--- src/rtl/sfd_pkg.sv ---
// Shared constants, types and arithmetic helpers for the stereo feedback delay.
package sfd_pkg;

  localparam int DEPTH   = 131072;
  localparam int SMP_W   = 16;
  localparam int ADDR_W  = $clog2(DEPTH);
  localparam int FILL_W  = $clog2(DEPTH + 1);
  localparam int DLY_W   = 17;
  localparam int FB_W    = 15;
  localparam int MIX_W   = 16;
  localparam int CFG_W   = 17;
  localparam int CFG_IDX_W = 2;
  localparam int Q_FRAC  = 15;
  localparam int UNITY   = 1 << Q_FRAC;
  localparam int RND     = 1 << (Q_FRAC - 1);
  localparam int FBP_W   = SMP_W + FB_W + 2;
  localparam int MXP_W   = SMP_W + MIX_W + 3;

  localparam logic [CFG_IDX_W-1:0] REG_DELAY = 2'd0;
  localparam logic [CFG_IDX_W-1:0] REG_FB    = 2'd1;
  localparam logic [CFG_IDX_W-1:0] REG_MIX   = 2'd2;

  localparam logic signed [63:0] SMP_MAX = (64'sd1 <<< (SMP_W - 1)) - 64'sd1;
  localparam logic signed [63:0] SMP_MIN = -SMP_MAX - 64'sd1;

  typedef logic signed [SMP_W-1:0] smp_t;
  typedef logic [ADDR_W-1:0]       addr_t;

  typedef struct packed {
    logic acc;   // input beat taken, stage 1 loads
    logic ld2;   // stage 2 loads
    logic ld3;   // stage 3 loads
    logic we;    // stage 1 item writes its store entry
  } pipe_ctl_t;

  typedef struct packed {
    addr_t wr;
    logic  fwd;   // read hits the entry written as this item entered
    logic  rdv;   // entry was written since reset
    logic  zero;  // zero delay: output sees the fresh entry
  } s1_t;

  typedef struct packed {
    logic [FB_W-1:0]  fb;
    logic [MIX_W-1:0] mix;
  } gain_t;

  function automatic smp_t sat(input logic signed [63:0] v);
    if (v > SMP_MAX) return SMP_W'(SMP_MAX);
    if (v < SMP_MIN) return SMP_W'(SMP_MIN);
    return SMP_W'(v);
  endfunction

  // Reduce a delay modulo DEPTH by restoring subtraction; stages that
  // cannot fire fold away at elaboration.
  function automatic addr_t dly_mod(input logic [DLY_W-1:0] v);
    logic [63:0] r;
    r = 64'(v);
    for (int k = DLY_W; k >= 0; k--) begin
      if (r >= (64'(DEPTH) << k)) r = r - (64'(DEPTH) << k);
    end
    return ADDR_W'(r);
  endfunction

endpackage

--- src/rtl/sfd_ctrl.sv ---
// Shared pointer, fill tracking, configuration and pipeline valid chain.
module sfd_ctrl (
  input  logic                           clk,
  input  logic                           rst_n,
  input  logic                           in_tvalid,
  output logic                           in_tready,
  input  logic                           out_free,
  input  logic                           cfg_we,
  input  logic [sfd_pkg::CFG_IDX_W-1:0]  cfg_addr,
  input  logic [sfd_pkg::CFG_W-1:0]      cfg_wdata,
  output sfd_pkg::pipe_ctl_t             ctl,
  output sfd_pkg::s1_t                   s1,
  output sfd_pkg::addr_t                 rd_addr,
  output sfd_pkg::gain_t                 gain,
  output logic                           v3
);

  logic v1_r, v2_r, v3_r;
  logic free1, free2, free3;
  sfd_pkg::addr_t wp_r, dl_r;
  logic [sfd_pkg::FILL_W-1:0] fill_r;
  logic [sfd_pkg::FB_W-1:0]   fb_r;
  logic [sfd_pkg::MIX_W-1:0]  mix_r;
  sfd_pkg::s1_t s1_r;
  logic [sfd_pkg::ADDR_W:0] diff, wrapped;
  logic [sfd_pkg::MIX_W-1:0] mix_wr;

  assign free3 = !v3_r || out_free;
  assign free2 = !v2_r || free3;
  assign free1 = !v1_r || free2;
  assign in_tready = free1;

  assign ctl.acc = in_tvalid && free1;
  assign ctl.ld2 = free2;
  assign ctl.ld3 = free3;
  assign ctl.we  = v1_r && free2;

  assign s1   = s1_r;
  assign v3   = v3_r;
  assign gain = '{fb: fb_r, mix: mix_r};

  // read position = write pointer minus delay, wrapped into the store
  assign diff    = {1'b0, wp_r} - {1'b0, dl_r};
  assign wrapped = diff + (sfd_pkg::ADDR_W + 1)'(sfd_pkg::DEPTH);
  assign rd_addr = diff[sfd_pkg::ADDR_W] ? wrapped[sfd_pkg::ADDR_W-1:0]
                                         : diff[sfd_pkg::ADDR_W-1:0];

  assign mix_wr = cfg_wdata[sfd_pkg::MIX_W-1:0] > sfd_pkg::MIX_W'(sfd_pkg::UNITY)
                ? sfd_pkg::MIX_W'(sfd_pkg::UNITY) : cfg_wdata[sfd_pkg::MIX_W-1:0];

  always_ff @(posedge clk) begin
    if (!rst_n) begin
      v1_r   <= 1'b0;
      v2_r   <= 1'b0;
      v3_r   <= 1'b0;
      wp_r   <= '0;
      fill_r <= '0;
      dl_r   <= '0;
      fb_r   <= '0;
      mix_r  <= '0;
    end else begin
      if (free1) v1_r <= in_tvalid;
      if (free2) v2_r <= v1_r;
      if (free3) v3_r <= v2_r;
      if (ctl.acc) begin
        wp_r <= (wp_r == sfd_pkg::ADDR_W'(sfd_pkg::DEPTH - 1)) ? '0 : wp_r + 1'b1;
      end
      // writes land in pointer order, so entries below the count hold data
      if (ctl.we && fill_r != sfd_pkg::FILL_W'(sfd_pkg::DEPTH)) fill_r <= fill_r + 1'b1;
      if (cfg_we) begin
        unique case (cfg_addr)
          sfd_pkg::REG_DELAY: dl_r  <= sfd_pkg::dly_mod(cfg_wdata[sfd_pkg::DLY_W-1:0]);
          sfd_pkg::REG_FB:    fb_r  <= cfg_wdata[sfd_pkg::FB_W-1:0];
          sfd_pkg::REG_MIX:   mix_r <= mix_wr;
          default: ;
        endcase
      end
    end
  end

  always_ff @(posedge clk) begin
    if (ctl.acc) begin
      s1_r.wr   <= wp_r;
      s1_r.fwd  <= v1_r && (s1_r.wr == rd_addr);
      s1_r.rdv  <= sfd_pkg::FILL_W'(rd_addr) < fill_r;
      s1_r.zero <= (dl_r == '0);
    end
  end

endmodule

--- config.mk ---
export PLATFORM = sky130hd
export DESIGN_NAME = sfd_ctrl
export DESIGN_NICKNAME = d
export VERILOG_FILES = /design/src/rtl/sfd_pkg.sv /design/src/rtl/sfd_ctrl.sv
export SDC_FILE = /design/constraint.sdc
export NUM_CORES = 1
export LEC_CHECK = 0
export BUFFER_PORTS_ARGS = -buffer_cell sky130_fd_sc_hd__buf_2
export CORE_MARGIN = 10
export CORE_UTILIZATION = 33
export DETAILED_ROUTE_END_ITERATION = 8
export HOLD_SLACK_MARGIN = 0.03
export PLACE_DENSITY_LB_ADDON = 0.3
export SLEW_MARGIN = 10
export SYNTH_ARGS = -nofsm -noshare
export SYNTH_HDL_FRONTEND = slang
export SYNTH_SLANG_ARGS = --single-unit
--- constraint.sdc ---
create_clock -name clk -period 8.05 [get_ports clk]
set_input_delay 0.4025 -clock clk [delete_from_list [all_inputs] [get_ports clk]]
set_output_delay 0.4025 -clock clk [all_outputs]
set_load 0.02 [all_outputs]
# Yosys cells after proc, flatten, opt, wreduce, memory -nomap -nowiden
# Cells that the tools add are included.
classes:
  n_addsub: 4
  multipliers: 0
  div: 0
  n_lt_le_gt_ge: 2
  n_eq_ne: 5
  n_shift: 0
  mux: 3
  bitwise: 0
  n_reduce_logical: 15
ops:
  columns: ["cell", "n"]
  rows:
  - ["$add A17 B1 Y17 const B", 2]
  - ["$mux W17", 2]
  - ["$add A18 B1 Y18 const B", 1]
  - ["$lt A17 B18 Y1", 1]
  - ["$ne A18 B18 Y1 const B", 1]
  - ["$sub A17 B17 Y18", 1]
  - ["$eq A17 B17 Y1", 1]
  - ["$eq A17 B17 Y1 const B", 1]
  - ["$logic_not A17 Y1", 1]
  - ["$gt A16 B16 Y1 const B", 1]
  - ["$mux W16", 1]
  - ["$reduce_and A2 Y1", 3]
  - ["$logic_and A1 B1 Y1", 4]
  - ["$logic_not A1 Y1", 3]
  - ["$logic_or A1 B1 Y1", 3]
  - ["$eq A2 B1 Y1 const B", 1]
  - ["$eq A2 B2 Y1 const B", 1]
  - ["$logic_not A2 Y1", 1]
word_totals:
  reg_bits: 106
  latch_bits: 0
  ramBits: 0
  mem_bits_ro: 0
  input_bits: 24
  out_inout_bits: 74
  elab_cells: 41
  n_memories: 0

# Logic depth before layout (Yosys ltp)
logic_depth:
  ltp_word: 5
  depth_mapped: 15
  mapped_depth_nobuf: 15

# Least setup slack after synthesis
# No wires, ideal clock.
synth_timing:
  path_kind: "reg-to-reg"
  startpoint: "register wp_r[0]"
  endpoint: "register s1_r (netlist bit s1[1]), data pin"
  setup_time_ns: 0.259
  arrival_time_ns: 3.066
  required_time_ns: 7.791
  setup_slack_ns: 4.725
  stages_incl_launch_ff: 16
  n_path_buf: 0
  period_less_slack_ns: 3.325
  cell_sequence: "dfxtp_1 inv_1 ha_1 inv_1 fa_1 a211oi_2 nor4b_1 nor3_2 o21bai_1 a21o_1 a21oi_1 xnor2_1 ha_1 nand4b_1 nor3_1 a21oi_1"
synth_via:
  elab_chain_cells: 4
synth_rtl:
  columns: ["element", "line", "rtl"]
  rows:
  - ["start, declared", "sfd_ctrl.sv:20", "sfd_pkg::addr_t wp_r, dl_r;"]
  - ["start signal, assigned", "sfd_ctrl.sv:66", "wp_r <= (wp_r == sfd_pkg::ADDR_W'(sfd_pkg::DEPTH - 1)) ? '0 : wp_r + 1'b1;"]
  - ["$sub A17 B17 Y18 *", "sfd_ctrl.sv:43", "assign diff = {1'b0, wp_r} - {1'b0, dl_r};"]
  - ["$add A17 B1 Y17", "sfd_ctrl.sv:44", "assign wrapped = diff + (sfd_pkg::ADDR_W + 1)'(sfd_pkg::DEPTH);"]
  - ["$mux W17 *", "sfd_ctrl.sv:45", "assign rd_addr = diff[sfd_pkg::ADDR_W] ? wrapped[sfd_pkg::ADDR_W-1:0]"]
  - ["named net rd_addr[16]", "sfd_ctrl.sv:13", "output sfd_pkg::addr_t rd_addr,"]
  - ["$lt A17 B18 Y1 *", "sfd_ctrl.sv:85", "s1_r.rdv <= sfd_pkg::FILL_W'(rd_addr) < fill_r;"]
  - ["end, declared", "sfd_ctrl.sv:24", "sfd_pkg::s1_t s1_r;"]
# Mark *: on every way through the listed nets, which the timed path passes. The rest lies on a longest branch.
# A chain may end at the register's enable or synchronous reset.

# Worst setup path in the final report
layout_timing:
  startpoint: "register wp_r[0]"
  endpoint: "output port rd_addr[16]"
layout_via:
  elab_chain_cells: 3
layout_rtl:
  columns: ["element", "line"]
  rows:
  - ["$sub A17 B17 Y18 *", "sfd_ctrl.sv:43"]
  - ["$add A17 B1 Y17", "sfd_ctrl.sv:44"]
  - ["$mux W17 *", "sfd_ctrl.sv:45"]
  - ["end, declared", "sfd_ctrl.sv:13"]
# Mark *: on every way between the ends. The rest lies on a longest branch, timed or not.

==> reports/metrics.yaml <==
path_cells: "inv_1 > ha_1 > inv_1 > fa_1 > a211oi_2 > nor4b_1 > nor3_2 > o21bai_1 > a21o_1 > a21oi_1 > xnor2_1 > buf_2"
synthSimpleGateAreaFrac_pct: 22.1
grtUsageTotal_pct: 13.0
synthesis.area_um2: 5800
ios: 98
diodes: 0
hold_ws_ns: 0.299
relSlewSlack_pct: 37.9
final_common_cell: "buf_2"
synth_xor_area_share_pct: 10.5
seqPwrFrac_pct: 43.7
grt_start_max_net_pins: 72
skew_ns: 0.00945
status: "finished, final reports clean"
io_buffers: 97
power.density_nw_per_um2: 191
switching_power_w: 0.000390
worst-path-max-fanout: 5
via_count: 4658
synth.distinct_cells: 61
globalplace.congestion: 0.835
die_height_um: 153
fin_util_pct: 39.2
fin_crit_ns: 3.58
cts_made_buffers: 9
hold_viol_final: 0
cts_root_buffer: "clkbuf_16"
postSynthAreaPerCell_um2: 9.06
dieArea_um2: 23300
internal_power_w: 0.000907
htree_levels: 3
drv_cap: 0
synth_top_family_by_area: "simple AND/OR/NAND/NOR gates"
fmax_mhz: 279
comb_power_share_pct: 21.0
cpMostUsedCell: "inv_1"
rows: 48
drtIter0Drc: 219
cp_slowest_cell: "fa_1"
firstDrtPassIters: 5
ir_worst_vdd_mv: 0.118
crit_path_start_kind: "flop"
grt-ovfl-total: 0
static-leakage-power_nw: 2.66
cts_setup_buffers: 0
post_drt_wl_per_cell_um: 16.0
grt_pass1_vias: 4718
drive_above_1_share_pct: 17.3
switching_share_pct: 30.1
grt_first_pass_wirelength_mm: 25.1
async_flop_share_pct: 0
hold_buffers: 0
crit_family: "compound AO/OA/AOI/OAI gates"
layout_common_cells: "buf_2, nand2_1, dfxtp_1, inv_1, xnor2_1"
slew_violations: 0
syn_to_final_growth_pct: 16.8
antenna_found_initial: 0
worst_slew_pin_slew_ns: 0.931
detail-route-antenna-nets: 0
core-area_um2: 17300
clock_latency_ns: 0.36
via_per_inst: 4.88
start_util_pct: 33.6
cts_resized: 0
synth_compound_area_share_pct: 14.2
worstPathArrival_ns: 3.18
ys_seq_area_share_pct: 40.0
drcViolationCount: 0
layout.cells.non_filler: 955
die_w_um: 153
placed_cells: 939
rsz0062_at_grt: "no"
worst-path-buf-inv: 3
required_ns: 7.65
synthMuxAreaShare_pct: 0.517
crit_type: "flop to output pin"
dp_hpwl_mm: 11.8
end_kind: "output pin"
tns_ns: 0
cts_tree: "done"
timing.final.crit_share_pct: 44.5
synth.net_count: 702
synth_edf_count: 20
postSynthCellCount: 641
drt_wl_total_mm: 15.3
cts.path.max_buffers: 2
worstHoldPathType: "input pin to flop"
max_stage_delay_ns: 0.43
synthAdderAreaFrac_pct: 8.11
synth_top_flop_cell: "dfxtp_1"
ys.warnings.count: 0
p_clk_share_pct: 35.3
cts.clk_slew.worst_paths_ns: 0.07
finalSetupViolCount: 0
final_nets: 786
ys_ff_latch: 106
cts.sinks: 106
## Yosys cell counts (16+ instances only)
master    number  share of area (%)
nand2_1       93                6.0
xor2_1        19                2.9
dfxtp_1       86                 30
nor4_1        16                1.7
a21oi_1       28                2.4
nor2b_1       20                2.2
clkbuf_1      21                1.4
ha_1          36                7.8
and2_1        18                1.9
nor2_1        24                1.6
a21boi_0      37                4.8
inv_1         40                2.6
xnor2_1       38                5.7
edfxtp_1      20                 10
## kinds of logic after synthesis
group,after synthesis
compound gates,118
mux,3
buf+inv,67
fa+ha+maj,37
flops,106
xor+xnor,62
simple gates,248
## metrics by stage
step / power, W / cell area (µm²) / setup slack (ns)
2_1_floorplan: 0.000767 / 5800 / 4.72
3_3_place_gp: 0.000852 / 6480 / 4.60
3_5_place_dp: 0.000854 / 6480 / 4.56
4_1_cts: 0.00132 / 6780 / 4.46
5_1_grt: 0.00137 / 6780 / 4.15
6_report: 0.00130 / 6780 / 4.47
## final timing paths
path	cells after the start	slack, ns	to	startpoint
hold reg to reg	2	0.47	fb_r[0]$_SDFFE_PN0P_	fb_r[0]$_SDFFE_PN0P_
hold / removal	3	0.30	v1_r$_SDFFE_PN0N_	in_tvalid
setup / recovery	12	4.47	rd_addr[16]	wp_r[0]$_SDFFE_PN0P_
setup reg to reg	15	4.50	s1[1]$_DFFE_PP_	wp_r[0]$_SDFFE_PN0P_
## state kept, by name (all words and copies together) (netlist names)
| signal | count |
|---|---|
| mix_r | 16 |
| wp_r | 17 |
| v1_r | 1 |
| s1 | 20 |
| v2_r | 1 |
| fill_r | 18 |
| dl_r | 17 |
| v3 | 1 |
| fb_r | 15 |
## tightest hold or removal path: stages
cell and delay [ns]:
buf_2 0.10, inv_1 0.04, a21boi_0 0.06
## metal layers
layer	track usage [%]	part of all wire, %	vias to the layer above
li1	-	-	2383
met1	17.1	49	2152
met2	19.5	43	106
met3	4.52	6.4	17
met4	3.91	1.6	0
met5	0	0	-
## cell type report
class / instances / area, µm²
fillers: 1775 / 10500
multi-input cells: 468 / 3220
flip-flops and latches: 106 / 2320
repair buffers: 99 / 500
well taps: 225 / 282
clock buffers: 10 / 229
inverters: 41 / 154
clock inverters: 6 / 75.1
## power by group through the flow
stage	Combinational (W)	Clock, W	Sequential, W
6_report	0.000272	0.000458	0.000567
5_1_grt	0.000305	0.000497	0.000569
4_1_cts	0.000275	0.000475	0.000567
3_5_place_dp	0.000275	0	0.000579
3_3_place_gp	0.000273	0	0.000579
2_1_floorplan	0.000178	0	0.000589
Note: power is estimated with default switching activity, not from simulation.
